## config.mk

```make
export PLATFORM = sky130hd
export DESIGN_NAME = tmvp_sqrt
export DESIGN_NICKNAME = d
export VERILOG_FILES = /design/src/sv/tmvp_pkg.sv /design/src/sv/tmvp_sqrt_cell.sv /design/src/sv/tmvp_sqrt.sv
export SDC_FILE = /design/constraint.sdc
export NUM_CORES = 2
export LEC_CHECK = 0
export BUFFER_PORTS_ARGS = -buffer_cell sky130_fd_sc_hd__buf_4
export CORE_MARGIN = 3
export CORE_UTILIZATION = 30
export CTS_CLUSTER_DIAMETER = 40
export DETAILED_ROUTE_END_ITERATION = 6
export PLACE_DENSITY = 0.53
export SLEW_MARGIN = 15
export SYNTH_ARGS = -nofsm -noshare
export SYNTH_HDL_FRONTEND = slang
export SYNTH_SLANG_ARGS = --single-unit
```

## constraint.sdc

```tcl
create_clock -name clk_i -period 4.1 [get_ports clk_i]
set_clock_uncertainty 0.15 [all_clocks]
set_input_delay 0.41 -clock clk_i [delete_from_list [all_inputs] [get_ports clk_i]]
set_output_delay 0.41 -clock clk_i [all_outputs]
set_load 0.01 [all_outputs]
```

## src/sv/tmvp_pkg.sv

```systemverilog
`timescale 1ns / 1ps
package tmvp_pkg;

  localparam int FRAC_BITS_DEF = 16;

  localparam int CFG_IDX_W  = 1;
  localparam int CFG_DATA_W = 32;
  localparam int LIMIT_W    = 31;

  typedef enum logic [CFG_IDX_W-1:0] {
    REG_ACCEL_LIMIT = 1'b0,
    REG_SPEED_LIMIT = 1'b1
  } cfg_reg_e;

  // integer square root of the 64-bit energy term, one root bit per cell
  localparam int SQ_IN_W   = 64;
  localparam int SQ_ROOT_W = 32;
  localparam int SQ_REM_W  = 34;

  // quotient bits of the time dividers and of the integer divider
  localparam int TIME_Q_W = 40;
  localparam int IDIV_Q_W = 63;

  typedef struct packed {
    logic [SQ_REM_W-1:0]  rem;
    logic [SQ_ROOT_W-1:0] root;
    logic [SQ_IN_W-1:0]   rad;
  } sqrt_st_t;

endpackage

```

## src/sv/tmvp_sqrt_cell.sv

```systemverilog
`timescale 1ns / 1ps
module tmvp_sqrt_cell (
  input  logic                clk_i,
  input  logic                en_i,
  input  tmvp_pkg::sqrt_st_t  st_i,
  output tmvp_pkg::sqrt_st_t  st_o
);

  import tmvp_pkg::*;

  localparam int TW = SQ_REM_W + 2;

  logic [TW-1:0] trial;
  logic [TW-1:0] sub;
  logic [TW-1:0] diff;
  logic          ge;
  sqrt_st_t      st_q;

  assign trial = {st_i.rem, st_i.rad[SQ_IN_W-1 -: 2]};
  assign sub   = {{(TW-SQ_ROOT_W-2){1'b0}}, st_i.root, 2'b01};
  assign ge    = trial >= sub;
  assign diff  = trial - sub;

  always_ff @(posedge clk_i) begin
    if (en_i) begin
      st_q.rem  <= ge ? diff[SQ_REM_W-1:0] : trial[SQ_REM_W-1:0];
      st_q.root <= {st_i.root[SQ_ROOT_W-2:0], ge};
      st_q.rad  <= {st_i.rad[SQ_IN_W-3:0], 2'b00};
    end
  end

  assign st_o = st_q;

endmodule

```

## src/sv/tmvp_sqrt.sv

```systemverilog
`timescale 1ns / 1ps
module tmvp_sqrt (
  input  logic                           clk_i,
  input  logic                           en_i,
  input  logic [tmvp_pkg::SQ_IN_W-1:0]   rad_i,
  output logic [tmvp_pkg::SQ_ROOT_W-1:0] root_o
);

  import tmvp_pkg::*;

  sqrt_st_t st [SQ_ROOT_W+1];

  assign st[0] = '{rem: '0, root: '0, rad: rad_i};

  for (genvar k = 0; k < SQ_ROOT_W; k++) begin : g_cell
    tmvp_sqrt_cell u_cell (
      .clk_i (clk_i),
      .en_i  (en_i),
      .st_i  (st[k]),
      .st_o  (st[k+1])
    );
  end

  assign root_o = st[SQ_ROOT_W].root;

endmodule

```

==> impl_metrics.yaml <==
layout:
  final_cell_mix: "edfxtp_1, inv_1, a21oi_1, nor2_1, ha_1"
  layout.nets: 10300
  utilization_pct: 36.1
  final_common_cell: "edfxtp_1"
  drive_gt1_share_pct: 10.9
  regArea_sq_mm: 0.0758
  multi_input_area_sq_mm: 0.0388
  largest_reg_flops: 2523
  n_fill_cell: 37400
  final_area_sq_mm: 0.141
  syn2layout_area_growth_pct: 19.5
placement:
  portBuffers: 97
  dp_hpwl_um: 173000
  gp_routability_congestion: 0.876
  place_area_sq_mm: 0.126
worst_hold_path:
  hold_class: "input port to register"
clock_tree:
  clock_latency_ns: 0.94
  htreeDepth: 5
  post_cts_buffers: 0
  clk_pin_slew_ns: 0.06
  tritoncts: "done"
  cts_root_buffer: "clkbuf_16"
  cts_made_buffers: 399
  clockBufferDepth: 4
  cts.sinks: 2523
sta:
  setup_viol: 0
  finalHoldViolCount: 0
  layout_worst_path_cycle_share_pct: 96.2
  rsz0062_at_grt: "false"
  fmax_ghz: 0.254
  whs_ns: 0.0934
  finalCriticalPeriod_ns: 3.94
  fin_tns_setup_ns: 0
  slew_viol_final: 0
  relSlewSlack_pct: 33.1
  worstMarginPinSlew_ns: 0.978
pwr:
  vdd_drop_max_v: 0.000377
  power.total_uw: 83400
  power.density_mw_per_mm2: 592
  leakagePower_uw: 0.0535
synth:
  synth_edf_count: 2523
  syn_area_sq_mm: 0.118
  ys_ff_latch: 2523
  syn_inst: 9132
  synth-main-ff-cell: "edfxtp_1"
  async_flop_share_pct: 0
  synth_sequential_area_ratio_pct: 64.3
  synth_area_per_cell_sq_um: 12.9
  syn_nets: 9760
  ys_warn_count: 0
  synth.distinct_cells: 92
critical_path:
  required_ns: 4.64
  cp.arrival_ns: 4.49
  critPathLaunchType: "register"
  path_class: "register to register"
  crit_fanout: 5
  cp-end-kind: "register"
job:
  maxCapViolCount: 0
floorplanning:
  num_rows: 229
  design.die.area_sq_mm: 0.401
  design.portCount: 98
  core_region_area_sq_mm: 0.390
  fp.dieH_um: 633
  initial_utilization_pct: 30.2
  chipWidth_um: 633
route:
  wl_per_cell_um: 15.9
  drtIter0Drc: 4889
  vias_per_cell: 4.71
  postRouteAntennaNets: 0
  firstDrtPassIters: 6
  routed_wl_um: 242000
  drc: 0
  vias: 71900
global_route:
  grt_pass1_vias: 73000
  antenna_found_initial: 1
  grt_usage_pct: 11.8
  grt_max_degree: 108
  grt_overflow: 0
  grt_pass1_wl_um: 389000
outcome:
  run_status: "finished clean"
Yosys cell counts (48+ instances only):
library cell / count / area [sq um]
o21ai_0: 377 / 1890
or4_1: 75 / 563
nand2_1: 495 / 1860
ha_1: 562 / 7030
nor3_1: 245 / 1230
or3_1: 96 / 601
mux2_2: 76 / 856
o21bai_1: 55 / 413
inv_1: 719 / 2700
or2_2: 48 / 300
nand2b_1: 118 / 738
xnor2_1: 459 / 4020
nand4_1: 96 / 601
edfxtp_1: 2523 / 75800
a21o_1: 248 / 1860
and3_1: 58 / 363
nor4_1: 99 / 619
o21a_1: 96 / 721
nor2_1: 644 / 2420
xor2_1: 392 / 3430
nor2b_1: 84 / 526
clkbuf_1: 161 / 604
nand3_1: 159 / 796
a21oi_1: 668 / 3340
timing repair:
item	in CTS	in global routing
hold buffers	125	0
setup endpoints to repair	12	17
endpoints found under the hold margin	96	0
pin swaps	1	1
gates resized for setup	3	7
final timing paths:
path / depth (start not counted) / end / slack [ns] / start
max reg2reg: 12 / g_cell[19].u_cell.st_o[122]$_DFFE_PP_ / 0.16 / g_cell[18].u_cell.st_o[82]$_DFFE_PP_
min reg2reg: 0 / g_cell[10].u_cell.st_o[26]$_DFFE_PP_ / 0.20 / g_cell[9].u_cell.st_o[24]$_DFFE_PP_
max: 12 / g_cell[19].u_cell.st_o[122]$_DFFE_PP_ / 0.16 / g_cell[18].u_cell.st_o[82]$_DFFE_PP_
min: 2 / g_cell[0].u_cell.st_o[12]$_DFFE_PP_ / 0.09 / rad_i[10]
worst max-delay path, stage by stage, from the launching register on:
cell and delay (ns):
edfxtp_1 0.44, inv_1 0.07, ha_1 0.34, or4b_2 0.66, nor3_4 0.32, nand4_1 0.29
and3_1 0.31, nand3_1 0.16, o21ai_0 0.24, a2111oi_2 0.38, buf_4 0.20, nand2b_1 0.07
xnor2_1 0.12
layer usage:
| layer | up-vias | share of wire (%) | global-route usage, % |
|---|---|---|---|
| met2 | 1510 | 50 | 20.9 |
| li1 | 35200 | - | - |
| met3 | 566 | 4.0 | 1.86 |
| met4 | 0 | 3.7 | 4.71 |
| met5 | - | 0 | 0 |
| met1 | 34600 | 42 | 14.2 |
power breakdown:
| group | switching (uW) | total [uW] | internal (uW) |
|---|---|---|---|
| Clock | 12500 | 33400 | 20900 |
| Combinational | 8630 | 15200 | 6570 |
| Sequential | 2130 | 34800 | 32700 |
| Total | 23300 | 83400 | 60100 |
area by class of cell:
| class | instances | area share (%) |
|---|---|---|
| antenna | 2 | 0.00355 |
| clock buffer | 434 | 7.25 |
| tap | 5197 | 4.61 |
| inverter | 721 | 1.92 |
| sequential | 2523 | 53.8 |
| timing repair buffer | 375 | 2.52 |
| multi-input combinational | 5699 | 27.5 |
| clock inverter | 301 | 2.42 |
metrics by stage:
stage / setup slack (ns) / instances
after floorplan: 0.532 / 9132
after global placement: -0.350 / 14400
after detailed placement: -0.438 / 14400
after CTS: 0.0764 / 15300
after global routing: 0.0226 / 15300
final: 0.155 / 15300
kinds of logic after synthesis:
logic type	Yosys count	synth area share, %
XOR/XNOR	851	6.32
AND/OR/NAND/NOR	2364	10.0
flip-flops	2523	64.3
adder cells (fa/ha/maj)	562	5.96
multiplexers	93	0.887
AO/OA/AOI/OAI	1828	9.65
buffers and inverters	910	2.92
other	1	0.00318
(Power assumes the default switching activity.)
