<file path="config.mk">
export PLATFORM = sky130hd
export DESIGN_NAME = tmvp_delay
export DESIGN_NICKNAME = d
export VERILOG_FILES = /design/src/sv/tmvp_delay.sv
export SDC_FILE = /design/constraint.sdc
export NUM_CORES = 1
export LEC_CHECK = 0
export BUFFER_PORTS_ARGS = -buffer_cell sky130_fd_sc_hd__buf_2
export CORE_MARGIN = 8
export CORE_UTILIZATION = 41
export DETAILED_ROUTE_END_ITERATION = 8
export PLACE_DENSITY = 0.7
export SYNTH_ARGS = -nofsm -noshare
export SYNTH_HDL_FRONTEND = slang
export SYNTH_SLANG_ARGS = --single-unit
</file>
<file path="constraint.sdc">
create_clock -name clk_i -period 0.8 [get_ports clk_i]
set_input_delay 0.16 -clock clk_i [delete_from_list [all_inputs] [get_ports clk_i]]
set_output_delay 0.16 -clock clk_i [all_outputs]
set_load 0.01 [all_outputs]
</file>
<file path="src/sv/tmvp_delay.sv">
`timescale 1ns / 1ps
module tmvp_delay #(
  parameter int WIDTH = 8,
  parameter int LEN   = 2
) (
  input  logic             clk_i,
  input  logic             en_i,
  input  logic [WIDTH-1:0] d_i,
  output logic [WIDTH-1:0] d_o
);

  logic [WIDTH-1:0] tap_q [LEN];

  always_ff @(posedge clk_i) begin
    if (en_i) begin
      tap_q[0] <= d_i;
      for (int k = 1; k < LEN; k++) begin
        tap_q[k] <= tap_q[k-1];
      end
    end
  end

  assign d_o = tap_q[LEN-1];

endmodule

</file>
==> impl_metrics.yaml, run 1 <==
outcome:
  status: "complete, but fails checks"
  violations: "setup timing"
power:
  ir_drop_mv: 0.9057
  power.density_mw_per_mm2: 2333
  p_leak_nw: 0.2467
die:
  die_y_um: 52.31
  io_pins: 18
  die_w_um: 52.31
  core_sq_mm: 0.001269
  die_area_sq_mm: 0.002736
  start_util_pct: 42.60
  rows: 13
setup_path:
  endpoint_kind: "primary output"
  critPathRequiredTime_ns: 0.64
  arrival_ns: 0.77
  cp.buffers_inverters: 1
  crit_type: "reg -> out"
  worst_setup_path_start_kind: "flip-flop"
  path_max_fanout: 1
  crit_slowest_cell: "edfxtp_1"
  r2r_slack_ns: 0.17
  cp_top_family: "flip-flops"
  max_stage_delay_ns: 0.36
  cp_cell_sequence: "buf_2"
final_layout:
  syn_to_final_growth_pct: 15.97
  multi_input_area_sq_um: 0
  largest_reg_flops: 16
  multi_input_cells: 0
  top_regs: "tap_q x16"
  nets: 49
  drive_gt1_share_pct: 56.76
  final_area_sq_um: 626.9
  n_antenna_cell: 0
  largest-register: "tap_q"
synth:
  ys_seq_area_share_pct: 88.89
  syn_nets: 34
  synthTopCellsByArea: "edfxtp_1, buf_4"
  syn_inst: 24
  synth_top_area_cell: "edfxtp_1"
  ys_warn_count: 0
  ys_seq_elements: 16
  synth_area_per_cell_sq_um: 22.52
  synth_top_area_share_pct: 88.89
  netlist_area_sq_um: 540.5
  synthDistinctLibCells: 2
drt:
  drt_first_pass_iters: 2
  drc: 0
  vias: 216
  vias_per_cell: 4.154
  wl_um: 610
  wl_per_cell_um: 11.73
  ant_nets: 0
  drt_iter0_markers: 1
clocking:
  cts_resized: 0
  clk_pin_slew_ns: 0.08
  clock_latency_ns: 0.27
  cts_num_sinks: 16
  cts_buffers: 3
  clockRootBuffer: "clkbuf_4"
  post_cts_buffers: 0
  clockBufferDepth: 2
  cts_tree: "done"
  ctsHoldBuffers: 0
  htreeDepth: 1
place:
  routabilityCongestion: 0.5646
  io_buffers: 17
  placed_cell_area_sq_um: 604.3
  dp_slack_ns: 0.08073
global_routing:
  grt_max_degree: 17
  overflow: 0
  grt_pass1_vias: 222
  grtUsageTotal_pct: 5.217
  grt_pass1_wl_um: 966
  grt_antenna_before_repair: 0
timing:
  setup_violations: 8
  worst_pin_slew_ns: 0.08370
  rsz0062_at_grt: "yes"
  period_share_pct: 116.7
  fin_ws_ns: -0.1339
  drv_slew: 0
  clock-skew-final_ns: 0.004718
  period_needed_ns: 0.9339
  finalHoldViolCount: 0
  max_freq_mhz: 1071
  max-slew-margin-rel_pct: 94.42
job:
  drv_cap: 0
worst_hold_path:
  hold_path.class: "in -> reg"
per-layer routing:
metal	GRT usage [%]	wire length (um)	vias to the layer above
met5	0	0	-
met4	6.466	5	0
met1	4.259	189	96
met2	7.708	331	10
met3	3.125	83	2
li1	-	-	108
logic make-up (layout without fill, tap and decap cells):
| group | count (synthesis) | count (layout) | share of synthesized area, % |
|---|---|---|---|
| buffers and inverters | 8 | 21 | 11.11 |
| DFF | 16 | 16 | 88.89 |
cell usage after synthesis (all sizes together):
cell type   n
edfxtp     16
buf         8
path summary, 6_finish.rpt:
check	cells after the start	start	endpoint
max	1	tap_q[0][14]	d_o[6]
min	1	d_i[0]	tap_q[0][0]
max reg2reg	0	tap_q[0][6]	tap_q[0][14]
min reg2reg	0	tap_q[0][1]	tap_q[0][9]
cells in the final DEF, fill, tap and decap left out:
| cell | count |
|---|---|
| buf_12 | 1 |
| buf_2 | 17 |
| clkbuf_4 | 3 |
| edfxtp_1 | 16 |
stage by stage:
| step | utilization (%) | instances | hold slack (ns) | TNS [ns] | total power, mW |
|---|---|---|---|---|---|
| CTS | 49.41 | 52 | 0.04996 | -1.169 | 1.490 |
| finish | 49.41 | 52 | 0.06137 | -1.016 | 1.462 |
| detailed placement | 47.63 | 49 | 0.3381 | 0 | 1.113 |
| global route | 49.41 | 52 | 0.03934 | -1.449 | 1.532 |
| floorplan | - | 24 | 0.2589 | 0 | 1.073 |
| global placement | 47.63 | 49 | 0.3360 | 0 | 1.107 |
area by class of cell:
class | instances | area (sq um)
Timing Repair Buffer | 18 | 105.1
Tap cell | 15 | 18.77
Sequential cell | 16 | 480.5
Fill cell | 106 | 641.9
Clock buffer | 3 | 22.52
report_power, final:
group / switching, mW / internal (mW) / total (mW)
logic: 0.0437 / 0.0422 / 0.0860
clock network: 0.198 / 0.174 / 0.372
registers: 0.0119 / 0.992 / 1.00
Note: power is estimated with default switching activity, not from simulation.
==> run 2, diff against run 1 <==
--- a/config.mk
+++ b/config.mk
@@ -9,7 +9,7 @@
 export CORE_MARGIN = 8
 export CORE_UTILIZATION = 41
 export DETAILED_ROUTE_END_ITERATION = 8
-export PLACE_DENSITY = 0.7
+export PLACE_DENSITY = 0.81
 export SYNTH_ARGS = -nofsm -noshare
 export SYNTH_HDL_FRONTEND = slang
 export SYNTH_SLANG_ARGS = --single-unit
==> run 2 against run 1 <==
Compared with the run above: the flow still finishes with violations (setup timing); largest cell class unchanged; worst hold slack worse by 0.013 ns; sequential cell count unchanged; via count down 3.2%; worst setup slack worse by 0.014 ns; utilization up 0.30 points; final cell count up 1.9%; combinational power down 0.8%; highest routed layer unchanged; register-to-register slack better by 0.02 ns; design area up 0.60%.
==> impl_metrics.yaml, run 2 (synthesized netlist as in run 1, its figures left out) <==
final_layout:
  largest-register: "tap_q"
  multi_input_cells: 0
  layout.cells.non_filler: 53
  final_cell_mix: "buf_2, edfxtp_1, clkbuf_4"
  fill_cells: 112
  final_area_sq_um: 630.6
  multi_input_area_sq_um: 0
  nets: 49
  mostFrequentLayoutCell: "buf_2"
  syn_to_final_growth_pct: 16.67
  drive_gt1_share_pct: 55.26
  n_antenna_cell: 0
  largest_reg_flops: 16
  fin_util_pct: 49.70
  top_regs: "tap_q x16"
die:
  rows: 13
  die_area_sq_mm: 0.002736
  die_y_um: 52.31
  io_pins: 18
  core_sq_mm: 0.001269
  start_util_pct: 42.60
  die_w_um: 52.31
global_routing:
  grt_antenna_before_repair: 0
  grt_pass1_vias: 215
  grt_pass1_wl_um: 834
  use_met3_pct: 2.557
  grt_max_degree: 17
  overflow: 0
  use_met2_pct: 5.138
  top_usage_layer: "met4"
  grtUsageTotal_pct: 4.870
  grt_use_met1_pct: 3.748
drt:
  drt_iter0_markers: 4
  vias: 209
  wl_per_cell_um: 11.40
  vias_per_cell: 3.943
  drc: 0
  wl_um: 604
  drt_first_pass_iters: 2
  ant_nets: 0
place:
  routabilityCongestion: 0.5790
  dp_cells: 49
  io_buffers: 17
  placed_cell_area_sq_um: 604.3
clocking:
  clockRootBuffer: "clkbuf_4"
  post_cts_buffers: 0
  cts_buffers: 3
  cts_tree: "done"
  clockBufferDepth: 2
  ctsHoldBuffers: 0
  htreeDepth: 1
  cts_num_sinks: 16
  clk_pin_slew_ns: 0.08
  clock_latency_ns: 0.28
setup_path:
  crit_slowest_cell: "edfxtp_1"
  arrival_ns: 0.79
  path_max_fanout: 1
  max_stage_delay_ns: 0.36
  crit_type: "reg -> out"
  critPathRequiredTime_ns: 0.64
  cp.buffers_inverters: 1
  worst_setup_path_start_kind: "flip-flop"
  cp_cell_sequence: "buf_2"
  endpoint_kind: "primary output"
  cp_top_family: "flip-flops"
outcome:
  violations: "setup timing"
  status: "complete, but fails checks"
worst_hold_path:
  hold_path.class: "in -> reg"
power:
  power.density_mw_per_mm2: 2373
  p_total_mw: 1.496
  ir_drop_mv: 0.8837
  p_leak_nw: 0.2482
timing:
  clock-skew-final_ns: 0.001098
  period_share_pct: 118.5
  setup_violations: 8
  finalHoldViolCount: 0
  max_freq_mhz: 1055
  worst_pin_slew_ns: 0.08622
  rsz0062_at_grt: "yes"
  max-slew-margin-rel_pct: 94.25
  fin_ws_ns: -0.1482
  drv_slew: 0
  period_needed_ns: 0.9482
job:
  drv_cap: 0
==> run 2: worst paths after layout <==
| kind | from | cells after the start | slack [ns] | endpoint |
|---|---|---|---|---|
| setup reg to reg | tap_q[0][7] | 0 | 0.19 | tap_q[0][15] |
| hold reg to reg | tap_q[0][2] | 0 | 0.42 | tap_q[0][10] |
| setup / recovery | tap_q[0][14] | 1 | -0.15 | d_o[6] |
| hold / removal | d_i[5] | 1 | 0.05 | tap_q[0][5] |
==> run 2: where the power goes <==
part / internal (mW) / switching [mW] / total [mW] / leakage (nW)
clock network: 0.181 / 0.227 / 0.408 / 0.0154
logic: 0.0422 / 0.0431 / 0.0853 / 0.0763
registers: 0.992 / 0.0112 / 1.00 / 0.157
total: 1.22 / 0.281 / 1.50 / 0.248
==> run 2: area by class of cell <==
type	instances	area, sq um	share of cell area, %
sequential	16	480.5	76.19
tap	15	18.77	2.976
clock inverter	1	3.754	0.5952
timing repair buffer	18	105.1	16.67
clock buffer	3	22.52	3.571
==> run 2: what timing repair did <==
action | CTS | global route
hold endpoints to repair | 0 | 0
resized for setup | 0 | 0
endpoints found under the setup margin | 8 | 8
==> run 2: stage by stage <==
stage,worst slack (ns),hold WS [ns],setup TNS (ns)
after global routing,-0.2064,0.03098,-1.473
after floorplan,0.1644,0.2589,0
final,-0.1482,0.04845,-1.137
after detailed placement,0.09671,0.3381,0
after global placement,0.1032,0.3377,0
after CTS,-0.1689,0.03843,-1.275
==> run 2: per-layer routing <==
layer  up-vias  wire length, um
li1        107                -
met1        82              243
met2        16              217
met3         4              100
met4         0               42
met5         -                0
==> run 3, diff against run 2 <==
--- a/config.mk
+++ b/config.mk
@@ -9,7 +9,7 @@
 export CORE_MARGIN = 8
 export CORE_UTILIZATION = 41
 export DETAILED_ROUTE_END_ITERATION = 8
-export PLACE_DENSITY = 0.81
+export PLACE_DENSITY_LB_ADDON = 0.25
 export SYNTH_ARGS = -nofsm -noshare
 export SYNTH_HDL_FRONTEND = slang
 export SYNTH_SLANG_ARGS = --single-unit
==> run 3 against run 2 <==
Compared with the run above: the flow still finishes with violations (setup timing); highest routed layer is now met3; first-iteration DRC count is 100% lower; via count is 8.6% higher; die area stayed put; critical endpoint is now d_o[2]; wire length is 9.9% higher; register-to-register slack worse by 0.02 ns; non-clock buffer count stayed put; final cell count is 1.9% lower; utilization is 0.30 points lower; global-route usage hardly changed; critical path depth stayed put; worst hold slack better by 0.012 ns; sequential cell count stayed put.
==> impl_metrics.yaml, run 3 (synthesized netlist as in run 1, its figures left out) <==
final_layout:
  nets: 49
  n_antenna_cell: 0
  mostFrequentLayoutCell: "buf_2"
  largest_reg_flops: 16
  multi_input_area_sq_um: 0
  multi_input_cells: 0
  final_cell_mix: "buf_2, edfxtp_1, clkbuf_4"
  layout.cells.non_filler: 52
  top_regs: "tap_q x16"
  largest-register: "tap_q"
  fin_util_pct: 49.41
  fill_cells: 115
  syn_to_final_growth_pct: 15.97
  drive_gt1_share_pct: 56.76
global_routing:
  grtUsageTotal_pct: 4.916
  grt_pass1_wl_um: 993
  grt_max_degree: 17
  grt_antenna_before_repair: 0
  overflow: 0
  grt_pass1_vias: 264
setup_path:
  max_stage_delay_ns: 0.37
  reg2reg_depth: 0
  critPathRequiredTime_ns: 0.64
  crit_slowest_cell: "edfxtp_1"
  rr_startpoint: "tap_q[0][4]"
  cp.buffers_inverters: 1
  path_max_fanout: 1
  cp_top_family: "flip-flops"
  crit_type: "reg -> out"
  cp_cell_sequence: "buf_2"
  r2r_end: "tap_q[0][12]"
  r2r_slack_ns: 0.17
  endpoint_kind: "primary output"
  arrival_ns: 0.78
  worst_setup_path_start_kind: "flip-flop"
drt:
  ant_nets: 0
  vias: 227
  vias_per_cell: 4.365
  drt_first_pass_iters: 1
  wl_per_cell_um: 12.77
  wl_um: 664
  drt_iter0_markers: 0
  drc: 0
clocking:
  htreeDepth: 1
  clk_pin_slew_ns: 0.08
  post_cts_buffers: 0
  ctsHoldBuffers: 0
  cts_tree: "done"
  cts_num_sinks: 16
  clockRootBuffer: "clkbuf_4"
  clockBufferDepth: 2
  cts_resized: 0
  clock_latency_ns: 0.27
  cts_buffers: 3
timing:
  max-slew-margin-rel_pct: 94.27
  max_freq_mhz: 1058
  period_needed_ns: 0.9448
  drv_slew: 0
  finalHoldViolCount: 0
  clock-skew-final_ns: 0.004185
  fin_ws_ns: -0.1448
  hold_ws_ns: 0.06079
  setup_violations: 8
  period_share_pct: 118.1
  rsz0062_at_grt: "yes"
  worst_pin_slew_ns: 0.08601
die:
  core_sq_mm: 0.001269
  die_w_um: 52.31
  io_pins: 18
  die_y_um: 52.31
  rows: 13
  start_util_pct: 42.60
  die_area_sq_mm: 0.002736
worst_hold_path:
  hold_path.class: "in -> reg"
  min_to: "tap_q[0][2]"
  whs_path_depth: 1
  min_from: "d_i[2]"
place:
  routabilityCongestion: 0.5586
  dp_cells: 49
  io_buffers: 17
job:
  drv_cap: 0
outcome:
  violations: "setup timing"
  status: "complete, but fails checks"
power:
  ir_drop_mv: 1.011
  p_total_mw: 1.466
  p_leak_nw: 0.2467
  power.density_mw_per_mm2: 2339
-- run 3: metal layers --
metal / up-vias / GRT usage, % / part of all wire (%)
li1: 108 / - / -
met1: 102 / 5.076 / 39
met2: 17 / 6.917 / 44
met3: 0 / 3.125 / 17
met4: 0 / 3.879 / 0
met5: - / 0 / 0
-- run 3: area by class of cell --
class / count / area, sq um / area share, %
Timing Repair Buffer: 18 / 105.1 / 16.77
Sequential cell: 16 / 480.5 / 76.65
Clock buffer: 3 / 22.52 / 3.593
Tap cell: 15 / 18.77 / 2.994
-- run 3: worst max-delay path by stage --
stage                        end  cells past startpoint    startpoint  slack, ns
floorplan                 d_o[0]                      1   tap_q[0][8]       0.16
CTS                       d_o[2]                      1  tap_q[0][10]      -0.16
global placement    tap_q[0][12]                      2          en_i       0.10
detailed placement  tap_q[0][12]                      2          en_i        0.1
finish                    d_o[2]                      1  tap_q[0][10]      -0.14
global route              d_o[0]                      1   tap_q[0][8]      -0.19
-- run 3: report_power, final --
part	total (mW)	switching, mW	internal, mW	leakage (nW)
clock network	0.374	0.200	0.174	0.0138
logic	0.0858	0.0435	0.0422	0.0763
registers	1.01	0.0140	0.993	0.157
-- run 3: per-stage QoR --
step                      instance area, sq um  TNS [ns]  setup WS [ns]
final                                    626.9    -1.060        -0.1448
after global routing                     626.9    -1.443        -0.1906
after CTS                                626.9    -1.204        -0.1603
after detailed placement                 604.3         0        0.09559
after global placement                   604.3         0         0.1048
after floorplan                          540.5         0         0.1644
